## src/hdl/fse_pkg.sv

```systemverilog
`timescale 1ns / 1ps

package fse_pkg;

    // Fixed field widths
    localparam int DATA_W      = 32;
    localparam int FIELD_IDX_W = 10;
    localparam int CNT_W       = 11;
    localparam int PROBE_W     = 11;
    localparam int FIB_W       = 12;
    localparam int CFG_ADDR_W  = 3;

    // Item opcodes
    localparam logic OP_WRITE  = 1'b0;
    localparam logic OP_SEARCH = 1'b1;

    // Register indexes (word index taken from paddr[2])
    localparam logic REG_ELEMENT_COUNT = 1'b0;

    // Table access request from the sequencer
    typedef struct packed {
        logic                   rd_en;
        logic [PROBE_W-1:0]     rd_idx;
        logic                   wr_en;
        logic [FIELD_IDX_W-1:0] wr_idx;
        logic [DATA_W-1:0]      wr_data;
    } t_mem_req;

endpackage

```

## src/hdl/fse_cfg_apb.sv

```systemverilog
`timescale 1ns / 1ps

module fse_cfg_apb (
    input  logic                            i_clk,
    input  logic                            i_rst_n,
    input  logic                            psel,
    input  logic                            penable,
    input  logic                            pwrite,
    input  logic [fse_pkg::CFG_ADDR_W-1:0]  paddr,
    input  logic [31:0]                     pwdata,
    output logic [31:0]                     prdata,
    output logic                            pready,
    output logic [fse_pkg::CNT_W-1:0]       o_element_count
);

    logic [fse_pkg::CNT_W-1:0] r_count;
    logic                      reg_sel;

    assign reg_sel = (paddr[2] == fse_pkg::REG_ELEMENT_COUNT);

    // Write element count on the access phase
    always_ff @(posedge i_clk) begin
        if (!i_rst_n) begin
            r_count <= '0;
        end else if (psel && penable && pwrite && reg_sel) begin
            r_count <= pwdata[fse_pkg::CNT_W-1:0];
        end
    end

    // Read back the register, zero elsewhere
    assign prdata          = reg_sel ? {{(32-fse_pkg::CNT_W){1'b0}}, r_count} : 32'd0;
    assign pready          = 1'b1;
    assign o_element_count = r_count;

endmodule

```

## config.mk

```make
export PLATFORM = sky130hd
export DESIGN_NAME = fse_cfg_apb
export DESIGN_NICKNAME = d
export VERILOG_FILES = /design/src/hdl/fse_pkg.sv /design/src/hdl/fse_cfg_apb.sv
export SDC_FILE = /design/constraint.sdc
export NUM_CORES = 1
export LEC_CHECK = 0
export ABC_AREA = 0
export ABC_CLOCK_PERIOD_IN_PS = 1340
export BUFFER_PORTS_ARGS = -buffer_cell sky130_fd_sc_hd__buf_2
export CORE_MARGIN = 2
export CORE_UTILIZATION = 32
export DETAILED_ROUTE_END_ITERATION = 10
export PLACE_DENSITY = 0.79
export RECOVER_POWER = 100
export SYNTH_ARGS = -nofsm -noshare
export SYNTH_HDL_FRONTEND = slang
export SYNTH_SLANG_ARGS = --single-unit
export TNS_END_PERCENT = 30
```

## constraint.sdc

```tcl
create_clock -name i_clk -period 1.34 [get_ports i_clk]
set_clock_uncertainty 0.15 [all_clocks]
set_input_delay 0.268 -clock i_clk [delete_from_list [all_inputs] [get_ports i_clk]]
set_output_delay 0.268 -clock i_clk [all_outputs]
set_load 0.03 [all_outputs]
```

* Word-level counts from Yosys, hierarchy flattened *
Index checks and enable logic that the tools add are counted.

cells by class
  reductions and logical operators = 3
  equality and inequality tests = 0
  shifts and indexed selects = 0
  divide/modulo/power cells = 0
  multiplexer cells = 1
  bitwise gates (word level) = 1
  order comparisons = 0
  multiply operators = 0
  add/subtract/negate cells = 0

operators with widths
  cell               number
  2-to-1 mux 11 bit  1
  logical AND 1 bit  3
  NOT 1 bit          1

word-level totals
  memory bits (writable) = 0
  memories kept = 0
  register bits = 11
  output and inout port bits = 44
  latch bits = 0
  bits in read-only memories = 0
  input port bits = 40

* Depth between registers and ports, before layout *
  word-level depth = 3
  gate-level depth with buffers = 3

* Least setup slack after synthesis *
Ideal clock, no wire load.

  kind = flip-flop to output port
  start point = register r_count (netlist bit o_element_count[0])
  end point = output prdata[0]
  setup slack = -0.088 ns
  stages on the path, launching flop included = 2
  buffers on the path = 0
  arrival time = 1.010 ns
  path through = dfxtp_1 -> nor2b_1

between the ends
  word-level cells in the longest chain between the ends = 1

ends and longest elaborated chain
  what                      line               RTL
  start: declaration        fse_cfg_apb.sv:16  logic [fse_pkg::CNT_W-1:0] r_count;
  start signal: assignment  fse_cfg_apb.sv:26  r_count <= pwdata[fse_pkg::CNT_W-1:0];
  2-to-1 mux 11 bit         fse_cfg_apb.sv:31  assign prdata = reg_sel ? {{(32-fse_pkg::CNT_W){1'b0}}, r_count} : 32'd0;
  end: declaration          fse_cfg_apb.sv:11  output logic [31:0] prdata,

No other way between the ends.

* Final worst setup path *
  start point = register r_count (netlist bit o_element_count[2])
  end point = output prdata[2]

The elaborated chain is that of the path after synthesis.

==> reports/qor.txt <==
CTS Buf Count: 3
Maximum vdd ir drop: 0.384 mV
Io pins: 84
Vias in the first global route: 505
Post-synthesis compound-gate area fraction: 0
Post-CTS Hold Fix Bufs: 0
Post-synthesis register bit count: 11
Via count: 590
Placed Cells: 145
Most common library cells after synthesis: 22 x buf_4, 22 x nand2_1, 11 x dfxtp_1, 11 x mux2i_1, 10 x nor2b_1
Routed len/inst: 9.99 µm
Max Fclk: 769 MHz
EDFF count, synth: 0
CTS tree: built
Power Dens Cells: 781 nW/µm²
Clk pwr share: 0.294
Yosys warnings: 0
Number of port buffers: 38
Post-synthesis cell area: 703 µm²
Period minus WS final: 1.30 ns
Largest family of logic cells by synthesized area: buffers and inverters
Crit path kind: reg -> out
Non-filler cells, final: 150
Top-area cell type share of the netlist area: 0.313
Final setup viols: 0
Rows: 16
Die extent in y: 50.9 µm
Final period utilization: 0.970
Die area: 2590 µm²
Max-Cap Viols: 0
DR pass1 iterations: 2
Synth-to-layout area growth: 38.1%
DRT antenna net count: 0
Synth unique cells: 11
Internal power: 0.499 mW
Nets: 164
Slowest stage delay, CP: 0.33 ns
Worst path slowest cell: dfxtp_2
Initial Util: 0.348
Worst Path Arrival: 0.88 ns
Worst Path Required: 0.92 ns
RSZ-0062 raised after global routing: true
Mux share of post-synthesis cell area: 0.157
Synth Flop Type: dfxtp_1
WHS Path Cells: 3
Clock Tree Root: clkbuf_4
Final WL: 1500 µm
Dominant cell type by area after synthesis: dfxtp_1
Seq/Total Area, Yosys: 0.313
First-pass GRT wire length: 2220 µm
Share of cells above drive strength 1: 0.520
Drc violations: 0
NetSw: 0.259 mW
Total power: 0.758 mW
Reg2Reg Depth: 3
Clock-pin transition on the worst setup and hold timing paths: 0.07 ns
Overflow after GRT: 0
CTS sink cnt: 11
1st-iter DRT viols: 3
Longest Clk Path Bufs: 2
Core ar.: 2020 µm²
H-Tree Depth: 1
GRT Overall Usage: 0.116
Util after Layout: 0.480
Xor and xnor area share after synthesis: 0
Syn avg cell area: 8.37 µm²
Mapped Cells: 84
Startpoint class of the critical path: register
Hold Path Class: in -> reg
Insertion delay to the later sink of the worst-skew pair: 0.26 ns
Switching share of power: 0.342
Fin. Hold Viols: 0
Critical path endpoint category: output port
Initial antenna violation count: 0
Final hold slack: 0.0884 ns
Synth Area in Simple Gates: 0.237
Flop pwr share: 0.449
Pin count of the biggest net entering global routing: 23
Async set or reset register ratio after synthesis: 0
Status: completed
Area contributors post-synth: dfxtp_1 31%, buf_4 23%, mux2i_1 16%, nand2_1 12%, nor2b_1 8.9%
Filler cells: 223
Hpwl dp: 1090 µm
Vias/cell: 3.93
N_diodes: 0
Area after DPL: 826 µm²
Pleak: 0.477 nW
Synth Area in Adders: 0
Largest register FFs: 11
Comb pwr share: 0.258
Worst path cell trace: nor2b_1 > buf_4
Die X: 50.9 µm
CP Max Fanout: 3
Max-slew violation count: 0
Placer congestion estimate: 0.568
Finished Cell Area: 971 µm²
layout by cell type (no fill, tap or decap):
cell type	n
buf_2	24
nand2_1	22
conb_1	22
mux2i_1	11
dfxtp_2	11
buf_6	8
nor2b_4	6
buf_4	6
clkbuf_4	3
clkbuf_2	3
nor2b_1	2
nor2b_2	2
and4b_2	1
and2b_1	1
clkbuf_1	1
repair_timing:
action / in CTS / in global routing
setup endpoints to repair: 11 / 11
resized for setup: 18 / 21
setup buffers: 0 / 1
stage by stage:
| step | setup TNS [ns] | setup WS [ns] |
|---|---|---|
| 6_report | 0 | 0.0396 |
| 3_3_place_gp | 0 | 0.0397 |
| 2_1_floorplan | -0.616 | -0.0879 |
| 4_1_cts | -0.00777 | -0.00777 |
| 3_5_place_dp | 0 | 0.0129 |
| 5_1_grt | -0.0647 | -0.0231 |
final timing paths:
| kind | slack [ns] | end | startpoint |
|---|---|---|---|
| worst max register to register | 0.51 | o_element_count[4]$_SDFFE_PN0P_ | o_element_count[4]$_SDFFE_PN0P_ |
| worst max-delay path | 0.04 | prdata[2] | o_element_count[2]$_SDFFE_PN0P_ |
| worst min-delay path | 0.09 | o_element_count[4]$_SDFFE_PN0P_ | pwdata[4] |
| worst min register to register | 0.31 | o_element_count[2]$_SDFFE_PN0P_ | o_element_count[2]$_SDFFE_PN0P_ |
cell type report:
class	count	area [µm²]	area share
clock buffer	4	26.3	0.0271
multi-input combinational	67	407	0.419
tap	27	33.8	0.0348
timing repair buffer	41	270	0.278
sequential	11	234	0.241
cell families after synthesis:
| group | Yosys count |
|---|---|
| flops | 11 |
| simple gates | 34 |
| other cells | 2 |
| mux | 11 |
| buf+inv | 26 |
critical path: cells and delay by family, from the launching register on:
family	cells	cell delay, ns
AND/OR/NAND/NOR	1	0.12
flip-flops	1	0.33
buffers and inverters	1	0.16
power by group through the flow:
stage / sequential (mW) / clock [mW] / combinational, mW
2_1_floorplan: 0.360 / 0 / 0.178
3_3_place_gp: 0.345 / 0 / 0.179
3_5_place_dp: 0.346 / 0 / 0.183
4_1_cts: 0.339 / 0.245 / 0.186
5_1_grt: 0.341 / 0.264 / 0.210
6_report: 0.340 / 0.223 / 0.196
routing by layer:
metal  part of all wire  vias to the layer above  GRT usage
li1                   -                      293          -
met1               0.41                      261      0.117
met2               0.51                       36      0.228
met3              0.078                        0     0.0439
met4                  0                        0     0.0135
met5                  0                        -          0
No activity file was read; power rests on OpenSTA's default activity.
