**config.mk**
```make
export PLATFORM = sky130hd
export DESIGN_NAME = fse_search_ctrl_flat
export DESIGN_NICKNAME = d
export VERILOG_FILES = /design/src/hdl/fse_pkg.sv /design/src/hdl/fse_if.sv /design/src/hdl/fse_search_ctrl.sv /design/src/flat_wrapper.sv
export SDC_FILE = /design/constraint.sdc
export NUM_CORES = 1
export LEC_CHECK = 0
export ABC_CLOCK_PERIOD_IN_PS = 20300
export BUFFER_PORTS_ARGS = -buffer_cell sky130_fd_sc_hd__clkbuf_2
export CORE_MARGIN = 10
export CORE_UTILIZATION = 50
export CTS_BUF_LIST = sky130_fd_sc_hd__clkbuf_4
export CTS_CLUSTER_SIZE = 20
export DETAILED_ROUTE_END_ITERATION = 7
export HOLD_SLACK_MARGIN = 0.03
export PLACE_DENSITY = 0.72
export SETUP_SLACK_MARGIN = 0.5
export SYNTH_ARGS = -nofsm -noshare
export SYNTH_HDL_FRONTEND = slang
export SYNTH_SLANG_ARGS = --single-unit
```
**constraint.sdc**
```tcl
create_clock -name i_clk -period 20.3 [get_ports i_clk]
set_input_delay 2.03 -clock i_clk [delete_from_list [all_inputs] [get_ports i_clk]]
set_output_delay 2.03 -clock i_clk [all_outputs]
set_load 0.005 [all_outputs]
```
**src/hdl/fse_pkg.sv**
```systemverilog
`timescale 1ns / 1ps

package fse_pkg;

    // Fixed field widths
    localparam int DATA_W      = 32;
    localparam int FIELD_IDX_W = 10;
    localparam int CNT_W       = 11;
    localparam int PROBE_W     = 11;
    localparam int FIB_W       = 12;
    localparam int CFG_ADDR_W  = 3;

    // Item opcodes
    localparam logic OP_WRITE  = 1'b0;
    localparam logic OP_SEARCH = 1'b1;

    // Register indexes (word index taken from paddr[2])
    localparam logic REG_ELEMENT_COUNT = 1'b0;

    // Table access request from the sequencer
    typedef struct packed {
        logic                   rd_en;
        logic [PROBE_W-1:0]     rd_idx;
        logic                   wr_en;
        logic [FIELD_IDX_W-1:0] wr_idx;
        logic [DATA_W-1:0]      wr_data;
    } t_mem_req;

endpackage

```
**src/hdl/fse_if.sv**
```systemverilog
`timescale 1ns / 1ps

interface fse_in_if;
    logic                                 valid;
    logic                                 ready;
    logic                                 opcode;
    logic [fse_pkg::FIELD_IDX_W-1:0]      entry_index;
    logic signed [fse_pkg::DATA_W-1:0]    entry_value;
    logic signed [fse_pkg::DATA_W-1:0]    search_key;

    modport source (output valid, opcode, entry_index, entry_value, search_key, input ready);
    modport sink   (input valid, opcode, entry_index, entry_value, search_key, output ready);
endinterface

interface fse_out_if;
    logic                            valid;
    logic                            ready;
    logic                            found;
    logic [fse_pkg::FIELD_IDX_W-1:0] match_index;

    modport source (output valid, found, match_index, input ready);
    modport sink   (input valid, found, match_index, output ready);
endinterface

```
**src/hdl/fse_search_ctrl.sv**
```systemverilog
`timescale 1ns / 1ps

module fse_search_ctrl #(
    parameter int TABLE_DEPTH = 1024
) (
    input  logic                               i_clk,
    input  logic                               i_rst_n,
    fse_in_if.sink                             i_in,
    fse_out_if.source                          o_out,
    input  logic [fse_pkg::CNT_W-1:0]          i_element_count,
    input  logic signed [fse_pkg::DATA_W-1:0]  i_rdata,
    output fse_pkg::t_mem_req                  o_mem_req
);

    localparam int CNT_MAX = (TABLE_DEPTH < 2047) ? TABLE_DEPTH : 2047;

    typedef enum logic [4:0] {
        ST_IDLE  = 5'b00001,
        ST_GROW  = 5'b00010,
        ST_PROBE = 5'b00100,
        ST_LAST  = 5'b01000,
        ST_DONE  = 5'b10000
    } t_state;

    t_state                              r_state, n_state;
    logic [fse_pkg::FIB_W-1:0]           r_small, n_small;
    logic [fse_pkg::FIB_W-1:0]           r_mid, n_mid;
    logic [fse_pkg::FIB_W-1:0]           r_large, n_large;
    logic signed [fse_pkg::FIB_W-1:0]    r_base, n_base;
    logic [fse_pkg::PROBE_W-1:0]         r_idx, n_idx;
    logic [fse_pkg::CNT_W-1:0]           r_n, n_n;
    logic signed [fse_pkg::DATA_W-1:0]   r_key, n_key;
    logic                                r_found, n_found;
    logic [fse_pkg::PROBE_W-1:0]         r_where, n_where;
    logic                                r_out_valid, n_out_valid;
    logic                                r_out_found, n_out_found;
    logic [fse_pkg::FIELD_IDX_W-1:0]     r_out_idx, n_out_idx;

    logic                                in_accept;
    logic [fse_pkg::CNT_W-1:0]           sat_count;
    logic [fse_pkg::FIB_W-1:0]           p_small, p_mid, p_large;
    logic signed [fse_pkg::FIB_W-1:0]    p_base;

    // Probe position: min(base + small, n - 1)
    function automatic logic [fse_pkg::PROBE_W-1:0] probe_idx(
        input logic signed [fse_pkg::FIB_W-1:0] base,
        input logic [fse_pkg::FIB_W-1:0]        small_fib,
        input logic [fse_pkg::CNT_W-1:0]        n
    );
        logic signed [fse_pkg::FIB_W:0] cand;
        logic signed [fse_pkg::FIB_W:0] last;
        cand = {base[fse_pkg::FIB_W-1], base} + signed'({1'b0, small_fib});
        last = signed'({2'b00, n}) - 13'sd1;
        return (cand < last) ? cand[fse_pkg::PROBE_W-1:0] : last[fse_pkg::PROBE_W-1:0];
    endfunction

    // Pending element after the base still to check
    function automatic logic last_ok(
        input logic [fse_pkg::FIB_W-1:0]        mid,
        input logic signed [fse_pkg::FIB_W-1:0] base,
        input logic [fse_pkg::CNT_W-1:0]        n
    );
        logic signed [fse_pkg::FIB_W:0] nxt;
        nxt = {base[fse_pkg::FIB_W-1], base} + 13'sd1;
        return (mid == 12'd1) && (nxt < signed'({2'b00, n}));
    endfunction

    // Index of the element just after the base
    function automatic logic [fse_pkg::PROBE_W-1:0] PROBE_W_CAST(
        input logic signed [fse_pkg::FIB_W-1:0] base
    );
        logic signed [fse_pkg::FIB_W-1:0] nxt;
        nxt = base + 12'sd1;
        return nxt[fse_pkg::PROBE_W-1:0];
    endfunction

    assign in_accept = i_in.valid && i_in.ready;
    assign sat_count = (32'(i_element_count) > CNT_MAX) ?
                       fse_pkg::CNT_W'(CNT_MAX) : i_element_count;

    // Next Fibonacci triple after a probe compare
    always_comb begin
        if (i_rdata < r_key) begin
            p_base  = signed'({1'b0, r_idx});
            p_large = r_mid;
            p_mid   = r_small;
            p_small = r_mid - r_small;
        end else begin
            p_base  = r_base;
            p_large = r_small;
            p_mid   = r_mid - r_small;
            p_small = r_small - (r_mid - r_small);
        end
    end

    // Sequencer
    always_comb begin
        n_state     = r_state;
        n_small     = r_small;
        n_mid       = r_mid;
        n_large     = r_large;
        n_base      = r_base;
        n_idx       = r_idx;
        n_n         = r_n;
        n_key       = r_key;
        n_found     = r_found;
        n_where     = r_where;
        n_out_valid = r_out_valid && !o_out.ready;
        n_out_found = r_out_found;
        n_out_idx   = r_out_idx;
        o_mem_req   = '0;

        case (r_state)
            ST_IDLE: begin
                if (in_accept) begin
                    if (i_in.opcode == fse_pkg::OP_WRITE) begin
                        o_mem_req.wr_en   = (32'(i_in.entry_index) < TABLE_DEPTH);
                        o_mem_req.wr_idx  = i_in.entry_index;
                        o_mem_req.wr_data = i_in.entry_value;
                    end else begin
                        n_key   = i_in.search_key;
                        n_n     = sat_count;
                        n_small = 12'd0;
                        n_mid   = 12'd1;
                        n_large = 12'd1;
                        n_base  = -12'sd1;
                        n_found = 1'b0;
                        n_where = '0;
                        n_state = (sat_count == '0) ? ST_DONE : ST_GROW;
                    end
                end
            end
            ST_GROW: begin
                if ({1'b0, r_n} > r_large) begin
                    n_small = r_mid;
                    n_mid   = r_large;
                    n_large = r_large + r_mid;
                end else if (r_large > 12'd1) begin
                    n_idx            = probe_idx(r_base, r_small, r_n);
                    o_mem_req.rd_en  = 1'b1;
                    o_mem_req.rd_idx = n_idx;
                    n_state          = ST_PROBE;
                end else if (last_ok(r_mid, r_base, r_n)) begin
                    n_idx            = PROBE_W_CAST(r_base);
                    o_mem_req.rd_en  = 1'b1;
                    o_mem_req.rd_idx = n_idx;
                    n_state          = ST_LAST;
                end else begin
                    n_state = ST_DONE;
                end
            end
            ST_PROBE: begin
                if (i_rdata == r_key) begin
                    n_found = 1'b1;
                    n_where = r_idx;
                    n_state = ST_DONE;
                end else begin
                    n_small = p_small;
                    n_mid   = p_mid;
                    n_large = p_large;
                    n_base  = p_base;
                    if (p_large > 12'd1) begin
                        n_idx            = probe_idx(p_base, p_small, r_n);
                        o_mem_req.rd_en  = 1'b1;
                        o_mem_req.rd_idx = n_idx;
                    end else if (last_ok(p_mid, p_base, r_n)) begin
                        n_idx            = PROBE_W_CAST(p_base);
                        o_mem_req.rd_en  = 1'b1;
                        o_mem_req.rd_idx = n_idx;
                        n_state          = ST_LAST;
                    end else begin
                        n_state = ST_DONE;
                    end
                end
            end
            ST_LAST: begin
                n_found = (i_rdata == r_key);
                n_where = (i_rdata == r_key) ? r_idx : '0;
                n_state = ST_DONE;
            end
            ST_DONE: begin
                if (!r_out_valid || o_out.ready) begin
                    n_out_valid = 1'b1;
                    n_out_found = r_found;
                    n_out_idx   = r_where[fse_pkg::FIELD_IDX_W-1:0];
                    n_state     = ST_IDLE;
                end
            end
            default: begin
                n_state = ST_IDLE;
            end
        endcase
    end

    // Control registers
    always_ff @(posedge i_clk) begin
        if (!i_rst_n) begin
            r_state     <= ST_IDLE;
            r_out_valid <= 1'b0;
            r_small     <= '0;
            r_mid       <= '0;
            r_large     <= '0;
            r_base      <= -12'sd1;
        end else begin
            r_state     <= n_state;
            r_out_valid <= n_out_valid;
            r_small     <= n_small;
            r_mid       <= n_mid;
            r_large     <= n_large;
            r_base      <= n_base;
        end
    end

    // Payload registers
    always_ff @(posedge i_clk) begin
        r_idx       <= n_idx;
        r_n         <= n_n;
        r_key       <= n_key;
        r_found     <= n_found;
        r_where     <= n_where;
        r_out_found <= n_out_found;
        r_out_idx   <= n_out_idx;
    end

    assign i_in.ready        = (r_state == ST_IDLE);
    assign o_out.valid       = r_out_valid;
    assign o_out.found       = r_out_found;
    assign o_out.match_index = r_out_idx;

    // Table reads stay inside the active count
    a_rd_in_range: assert property (@(posedge i_clk) disable iff (!i_rst_n)
        o_mem_req.rd_en |-> ({1'b0, o_mem_req.rd_idx} < {1'b0, r_n}))
        else $error("table read past element count");

    // Probing only runs while the largest number exceeds one
    a_probe_large: assert property (@(posedge i_clk) disable iff (!i_rst_n)
        (r_state == ST_PROBE) |-> (r_large > 12'd1))
        else $error("probe with exhausted Fibonacci numbers");

    // Not found reports index zero
    a_miss_zero: assert property (@(posedge i_clk) disable iff (!i_rst_n)
        (r_out_valid && !r_out_found) |-> (r_out_idx == '0))
        else $error("miss with nonzero index");

    // A finished result waits while the output word is still held
    a_done_hold: assert property (@(posedge i_clk) disable iff (!i_rst_n)
        (r_state == ST_DONE && r_out_valid && !o_out.ready) |=> (r_state == ST_DONE))
        else $error("result dropped while output stalled");

endmodule

```
**src/flat_wrapper.sv**
```systemverilog
// flat-port wrapper written by rule: the top's interface ports become plain ports
module fse_search_ctrl_flat 
#(
    parameter int TABLE_DEPTH = 1024
)
  (i_clk, i_rst_n, i_element_count, i_rdata, o_mem_req, i_in_valid, i_in_opcode, i_in_entry_index, i_in_entry_value, i_in_search_key, i_in_ready, o_out_valid, o_out_found, o_out_match_index, o_out_ready);
  fse_in_if i_in_i ();
  fse_out_if o_out_i ();
  input  logic i_clk;
  input  logic i_rst_n;
  input  logic [fse_pkg::CNT_W-1:0] i_element_count;
  input  logic signed [fse_pkg::DATA_W-1:0] i_rdata;
  output fse_pkg::t_mem_req o_mem_req;
  input wire logic [$bits(i_in_i.valid)-1:0] i_in_valid;
  input wire logic [$bits(i_in_i.opcode)-1:0] i_in_opcode;
  input wire logic [$bits(i_in_i.entry_index)-1:0] i_in_entry_index;
  input wire logic [$bits(i_in_i.entry_value)-1:0] i_in_entry_value;
  input wire logic [$bits(i_in_i.search_key)-1:0] i_in_search_key;
  output wire logic [$bits(i_in_i.ready)-1:0] i_in_ready;
  output wire logic [$bits(o_out_i.valid)-1:0] o_out_valid;
  output wire logic [$bits(o_out_i.found)-1:0] o_out_found;
  output wire logic [$bits(o_out_i.match_index)-1:0] o_out_match_index;
  input wire logic [$bits(o_out_i.ready)-1:0] o_out_ready;
  assign i_in_i.valid = i_in_valid;
  assign i_in_i.opcode = i_in_opcode;
  assign i_in_i.entry_index = i_in_entry_index;
  assign i_in_i.entry_value = i_in_entry_value;
  assign i_in_i.search_key = i_in_search_key;
  assign i_in_ready = i_in_i.ready;
  assign o_out_valid = o_out_i.valid;
  assign o_out_found = o_out_i.found;
  assign o_out_match_index = o_out_i.match_index;
  assign o_out_i.ready = o_out_ready;
  fse_search_ctrl #(.TABLE_DEPTH(TABLE_DEPTH)) u_core (.i_clk(i_clk), .i_rst_n(i_rst_n), .i_in(i_in_i), .o_out(o_out_i), .i_element_count(i_element_count), .i_rdata(i_rdata), .o_mem_req(o_mem_req));
endmodule
```
======== Word-level counts from Yosys, hierarchy flattened ========
Cells that the tools add are included.
cells by class
  order comparisons ....................... 9
  mux-type cells .......................... 63
  add/sub/neg operators ................... 10
  reduce and logical (&&, ||, !) cells .... 19
  equal/unequal tests ..................... 18
operators with widths
  kind                     number
  $mux W12                 23
  $mux W43                 3
  $pmux W12 S3             3
  $mux W11                 9
  $mux W5                  10
  $pmux W12 S2             2
  $mux W10                 4
  $eq A32 B32 Y1           1
  $lt A32 B32 Y1           1
  $pmux W10 S3             1
  $add A12 B2 Y13 const B  2
  $add A13 B12 Y13         2
  $lt A13 B12 Y1           2
  $lt A13 B13 Y1           2
  $pmux W5 S5              1
  $eq A12 B1 Y1 const B    2
  $gt A12 B1 Y1 const B    2
  $sub A12 B12 Y12         2
  $add A11 B2 Y11 const B  2
  $pmux W11 S2             1
  $reduce_and A5 Y1        3
  $add A12 B12 Y12         1
  $gt A11 B12 Y1           1
  $sub A11 B1 Y12 const B  1
  21 further kinds         38
word-level totals
  output and inout bits ................... 68
  bits in registers ....................... 130
  word-level logic and storage cells ...... 132
  input port bits ......................... 122

======== Logic depth before layout (Yosys ltp) ========
Gate-level depths: netlist of the first run.
  depth after elaboration ................. 9
  depth in mapped cells ................... 33
  depth with buffers taken out ............ 31

======== Least setup slack after synthesis of the first run ========
No wires, ideal clock.
  path kind ............................... input-to-output
  start point ............................. input i_rdata[29] (netlist name)
  end point ............................... output o_mem_req[48] (netlist name)
  stages on the path ...................... 29
  path slack .............................. 10.699 ns
  arrival ................................. 7.571 ns
  buffers on the path ..................... 3
  data required time ...................... 18.270 ns
  cells stage by stage .................... ha_1 -> a21o_1 -> a21oi_1 -> o221ai_1 -> or3_4 -> and3_1 -> buf_6 -> buf_6 -> mux2_4 -> ha_1 -> fa_1 -> a21o_1 -> a21oi_1 -> o211ai_1 -> a31o_2 -> a21oi_1 -> o21bai_1 -> a21oi_1 -> xnor2_1 -> ha_1 -> nor2b_1 -> o21ai_0 -> o22ai_1 -> a21oi_1 -> clkbuf_1 -> a21oi_1 -> mux2i_1 -> o32a_1 -> o31ai_1
RTL lines
  item             RTL line            text
  start, declared  flat_wrapper.sv:12  input logic signed [fse_pkg::DATA_W-1:0] i_rdata;
  end, declared    flat_wrapper.sv:13  output fse_pkg::t_mem_req o_mem_req;

==> flow_summary_export.csv, run 1 <==
group,metric,value,unit
clock_network,postCtsSetupRepairBufs,0,
setup_path,endpoint_kind,"primary output",
drt,drt_first_pass_iters,6,
global_route,grt_pass1_vias,11500,
clock_network,cts_num_sinks,130,
synthesis,ys_top_cells_by_area,"edfxtp_1 19%, ha_1 15%, dfxtp_1 8.9%, nand2_1 4.2%, xnor2_1 3.5%",
setup_path,path_class,"in2out",
setup_path,critical_path.slowest_cell,"a21oi_1",
synthesis,ys_async_sr_fraction,0,%
power_and_ir_drop,ir_worst_vdd,183,µV
synthesis,synth_area_per_cell,8.53,µm²
clock_network,ctsResizeCount,0,
place,dpl.hpwl,31800,µm
setup_path,critPathMaxStageDelay,1.02,ns
setup_path,crit_path_start_kind,"primary input",
global_route,grt_pass1_wl,63300,µm
power_and_ir_drop,powerDensity,111,nW/µm²
worst_hold_path,worstHoldPathCells,0,
synthesis,yosysWarnings,0,
setup_path,required,18.27,ns
clock_network,cts_tree,"yes",
floorplanning,rows,56,
clock_network,clockBufferDepth,2,
sta,min_period,11.95,ns
sta,timing.slew.headroom,11.5,%
cells_and_area,final_util,57.4,%
place,numPortBuffers,189,
cells_and_area,mostFrequentLayoutCell,"clkbuf_2",
place,place_area,13300,µm²
drt,dr_total_vias,11700,
drt,vias_per_cell,6.11,
cells_and_area,num-nets-final,1848,
power_and_ir_drop,total_power,1.51,mW
cells_and_area,drive_gt1_share,17.5,%
synthesis,ys.flop_type,"edfxtp_1",
setup_path,crit_fanout,62,
sta,rsz0062_at_grt,"no",
floorplanning,fp.dieW,176,µm
synthesis,synth.distinct_cells,85,
floorplanning,ioPinCount,190,
cells_and_area,fill_cells,2250,
drt,drtAntennaViolNets,0,
clock_network,cts_buffers,17,
power_and_ir_drop,p_leak,6.21,nW
synthesis,synth-seq-cells,130,
setup_path,reg2reg_depth,29,
clock_network,clock-root-buffer,"clkbuf_4",
sta,setup_ws,8.35,ns
setup_path,arrival,9.92,ns
drt,drt_iter0_markers,1145,
worst_hold_path,hp-class,"reg2reg",
run,maxCapViolations,0,
floorplanning,start_util,51.2,%
sta,worst-slew-pin-transition,1.33,ns
global_route,grt_overflow_total,0,
setup_path,cpMostUsedCell,"a21oi_1",
floorplanning,die_area,30900,µm²
drt,wl_per_cell,21.3,µm
global_route,grt_use_total,25.8,%
drt,drt_wl_total,40700,µm
cells_and_area,fin_area,13600,µm²
global_route,grt_max_degree,63,
synthesis,synth_edf_count,76,
sta,slew_viol_final,0,
clock_network,htree_levels,4,
sta,max_clock_freq,83.7,MHz
floorplanning,fp.dieH,176,µm
sta,hold_violations,0,
synthesis,yosys.area.top_type,"edfxtp_1",
status,status,"completed",
global_route,antenna_found_initial,1,
synthesis,netlist_area,12100,µm²
place,place_ws,8.59,ns
synthesis,syn-instance-count,1420,
place,gp_congestion,1.03,
clock_network,clk_latency,0.59,ns
synthesis,ys_seq_area_share,27.8,%
drt,route.detailed.drc,0,
sta,setup_tns,0,ns
floorplanning,coreArea,23700,µm²
clock_network,cts.reportedPaths.clkPinSlew,0.14,ns
cells_and_area,layout_common_cells,"189 x clkbuf_2, 147 x ha_1, 135 x nand2_1, 100 x inv_1, 87 x nor2_1",
cells_and_area,area_growth,12.1,%
synthesis,synth_top_cell_area_share,18.8,%
clock_network,cts_hold_buf,0,
synthesis,synth_nets,1694,
sta,setup_viol,0,
sta,finalCritPeriodShare,58.8,%
sta,skew,0.0276,ns
critical path: cells and delay by family:
family,cells,cell delay (ns)
buffers and inverters,3,0.83
AND/OR/NAND/NOR,5,1.12
AO/OA/AOI/OAI,15,3.86
XOR/XNOR,1,0.14
multiplexers,2,0.66
adder cells (fa/ha/maj),4,1.21
final cells by class:
class                      count  area [µm²]  area share [%]
clock buffer                  17         128           0.939
multi-input combinational   1124        8110            59.7
sequential                   130        3360            24.8
inverter                     100         375            2.76
tap                          319         399            2.94
antenna                        1        2.50          0.0184
clock inverter                15         169            1.24
timing repair buffer         201        1040            7.63
layer usage:
layer  global-route usage [%]  vias up  share of wire [%]
li1                         -     5537                  -
met1                     31.8     5465                 41
met2                     42.6      558                 46
met3                     6.93       98                9.4
met4                     8.87        0                3.4
met5                        0        -                  0
synth_stat cells, drive strengths merged (11+ instances only):
library cell,count
buf,16
o211ai,18
nor2b,23
mux2i,27
o22ai,15
nor3,30
o21a,19
edfxtp,76
nand2,135
a221oi,22
a211oi,11
clkbuf,50
inv,100
xor2,28
nor3b,18
and2,59
nor2,88
o31ai,11
nor4,17
nand3,44
a21oi,84
a31oi,11
xnor2,49
a21o,30
ha,147
o21ai,67
nand4,22
dfxtp,54
where the power goes:
group	internal, mW	leakage [nW]	switching [mW]
sequential	0.302	1.15	0.0262
clock	0.0766	0.153	0.122
combinational	0.393	4.91	0.591
sequential cells by signal, indices dropped and copies added (netlist names):
signal	cells
u_core.r_found	1
u_core.r_key	32
u_core.r_state	5
u_core.r_idx	11
u_core.o_out.found	1
u_core.r_n	11
u_core.r_where	10
u_core.r_small	12
u_core.r_mid	12
u_core.r_large	12
u_core.o_out.valid	1
u_core.r_base	12
u_core.o_out.match_index	10
kinds of logic (layout without fill, tap and decap cells):
kind of cell             after synthesis  after routing  synth area share, %
AO/OA/AOI/OAI                        372            372                 21.2
XOR/XNOR                              77             77                 5.63
adder cells (fa/ha/maj)              154            154                 16.2
buffers and inverters                166            333                 5.53
flip-flops                           130            130                 27.8
multiplexers                          37             37                 3.29
other                                  0              1                    0
AND/OR/NAND/NOR                      484            484                 20.4
final timing paths:
check / start / to / slack (ns)
hold reg to reg: u_core.r_where[8]$_DFFE_PP_ / u_core.o_out.match_index[8]$_DFFE_PP_ / 0.44
hold / removal: u_core.r_where[8]$_DFFE_PP_ / u_core.o_out.match_index[8]$_DFFE_PP_ / 0.44
setup / recovery: i_rdata[31] / o_mem_req[51] / 8.35
setup reg to reg: u_core.r_key[31]$_DFFE_PP_ / u_core.r_idx[7]$_DFFE_PP_ / 12.06
stage by stage:
step,hold WS (ns),std cells
detailed placement,0.405,1874
global placement,0.401,1874
global route,0.444,1907
CTS,0.441,1906
floorplan,0.400,1420
finish,0.438,1907
Power figures use the tool's default switching activity.
==> inputs of run 2 (changes only) <==
Settings changed: ABC_CLOCK_PERIOD_IN_PS 20300 to 11250.
Clock period 20.3 ns to 11.25 ns, I/O delays scaled along.
==> flow_summary_export.csv, run 2 (synthesis gave the netlist of run 1 again) <==
group,metric,value,unit
status,status,"completed",
clock_network,postCtsSetupRepairBufs,0,
sta,max_clock_freq,103,MHz
sta,setup_viol,0,
cells_and_area,area_growth,12.5,%
sta,hold_violations,0,
setup_path,path_class,"in2out",
cells_and_area,largest_register_ffs,32,
global_route,grt_pass1_vias,11600,
power_and_ir_drop,ir_worst_vdd,184,µV
clock_network,ctsResizeCount,0,
sta,skew,0.0237,ns
setup_path,arrival,8.55,ns
drt,route.detailed.drc,0,
global_route,grt_overflow_total,0,
clock_network,cts_hold_buf,0,
clock_network,cts_num_sinks,130,
floorplanning,coreArea,23700,µm²
floorplanning,start_util,51.2,%
power_and_ir_drop,powerDensity,203,nW/µm²
floorplanning,rows,56,
clock_network,clk_latency,0.57,ns
floorplanning,die_area,30900,µm²
clock_network,htree_levels,4,
floorplanning,ioPinCount,190,
run,maxCapViolations,0,
setup_path,endpoint_kind,"primary output",
clock_network,clock-root-buffer,"clkbuf_4",
sta,finalCritPeriodShare,86.0,%
setup_path,rrSetupSlack,3.33,ns
setup_path,crit_fanout,58,
sta,rsz0062_at_grt,"no",
setup_path,crit_path_start_kind,"primary input",
place,gp_congestion,1.02,
sta,slew_viol_final,0,
clock_network,cts.reportedPaths.clkPinSlew,0.15,ns
setup_path,critPathMaxStageDelay,1.03,ns
global_route,grt_max_degree,59,
cells_and_area,layout_common_cells,"189 x clkbuf_2, 147 x ha_1, 135 x nand2_1, 100 x inv_1, 87 x nor2_1",
sta,min_period,9.68,ns
place,numPortBuffers,189,
drt,drt_iter0_markers,1178,
global_route,grt_use_total,25.9,%
sta,timing.slew.headroom,11.2,%
floorplanning,fp.dieW,176,µm
clock_network,cts_tree,"yes",
drt,wl_per_cell,21.4,µm
drt,vias_per_cell,6.19,
cells_and_area,final_util,57.6,%
clock_network,cts_buffers,17,
cells_and_area,drive_gt1_share,17.5,%
drt,drt_first_pass_iters,6,
power_and_ir_drop,p_leak,6.24,nW
setup_path,cpMostUsedCell,"a21oi_1",
cells_and_area,num-nets-final,1848,
drt,drt_wl_total,40800,µm
floorplanning,fp.dieH,176,µm
cells_and_area,mostFrequentLayoutCell,"clkbuf_2",
drt,dr_total_vias,11800,
setup_path,required,10.13,ns
sta,setup_tns,0,ns
clock_network,clockBufferDepth,2,
setup_path,critical_path.slowest_cell,"a21oi_1",
cells_and_area,max_flop_register,"u_core.r_key",
drt,drtAntennaViolNets,0,
global_route,antenna_found_initial,1,
sta,worst-slew-pin-transition,1.33,ns
global_route,grt_pass1_wl,63900,µm
worst_hold_path,hp-class,"reg2reg",
place,dpl.hpwl,31900,µm
## run 2: cell count changes in the layout (fill, tap and decap cells not counted), sizes merged
cell | before | now
bufinv | 2 | 4
clkinvlp | 3 | 1
clkinv | 2 | 1
## run 2: area by class of cell
cell class | instances | area (µm²)
flip-flops and latches | 130 | 3360
clock inverters | 14 | 216
multi-input cells | 1124 | 8110
diodes | 1 | 2.50
inverters | 100 | 375
clock buffers | 17 | 128
fillers | 2240 | 10100
well taps | 319 | 399
repair buffers | 201 | 1040
## run 2: worst paths after layout
kind / end / cells after the start / startpoint
min: u_core.o_out.match_index[8]$_DFFE_PP_ / 0 / u_core.r_where[8]$_DFFE_PP_
min reg2reg: u_core.o_out.match_index[8]$_DFFE_PP_ / 0 / u_core.r_where[8]$_DFFE_PP_
max: o_mem_req[51] / 29 / i_rdata[31]
max reg2reg: u_core.r_idx[7]$_DFFE_PP_ / 30 / u_core.r_mid[0]$_SDFFE_PN0P_
## run 2: routing by layer
layer	part of all wire [%]	global-route usage, %
met1	40	32.8
met2	47	43.3
met3	9.5	5.32
met4	2.7	7.91
met5	0	0
## run 2: worst max-delay path: cells and delay by family
family	cells	cell delay, ns
muxes	1	0.29
buffers and inverters	4	0.88
adders and majority gates	3	0.93
and+or+nand+nor	5	1.13
xor gates and xnor gates	1	0.22
AOI/OAI and AO/OA	15	3.93
## run 2: power by group
part | switching (mW) | internal (mW) | leakage, nW
logic | 1.07 | 0.706 | 4.91
clock network | 0.215 | 0.184 | 0.181
registers | 0.0489 | 0.546 | 1.15
total | 1.33 | 1.44 | 6.24
## run 2: through the flow
| stage | total power, mW | instance area (µm²) | hold WS (ns) | instances | setup WS, ns |
|---|---|---|---|---|---|
| global route | 2.99 | 13600 | 0.432 | 1906 | 0.958 |
| floorplan | 1.90 | 12100 | 0.400 | 1420 | 3.46 |
| global placement | 2.29 | 13300 | 0.401 | 1874 | 2.00 |
| detailed placement | 2.33 | 13300 | 0.405 | 1874 | 1.69 |
| finish | 2.77 | 13600 | 0.427 | 1906 | 1.57 |
| CTS | 2.73 | 13600 | 0.437 | 1905 | 1.67 |
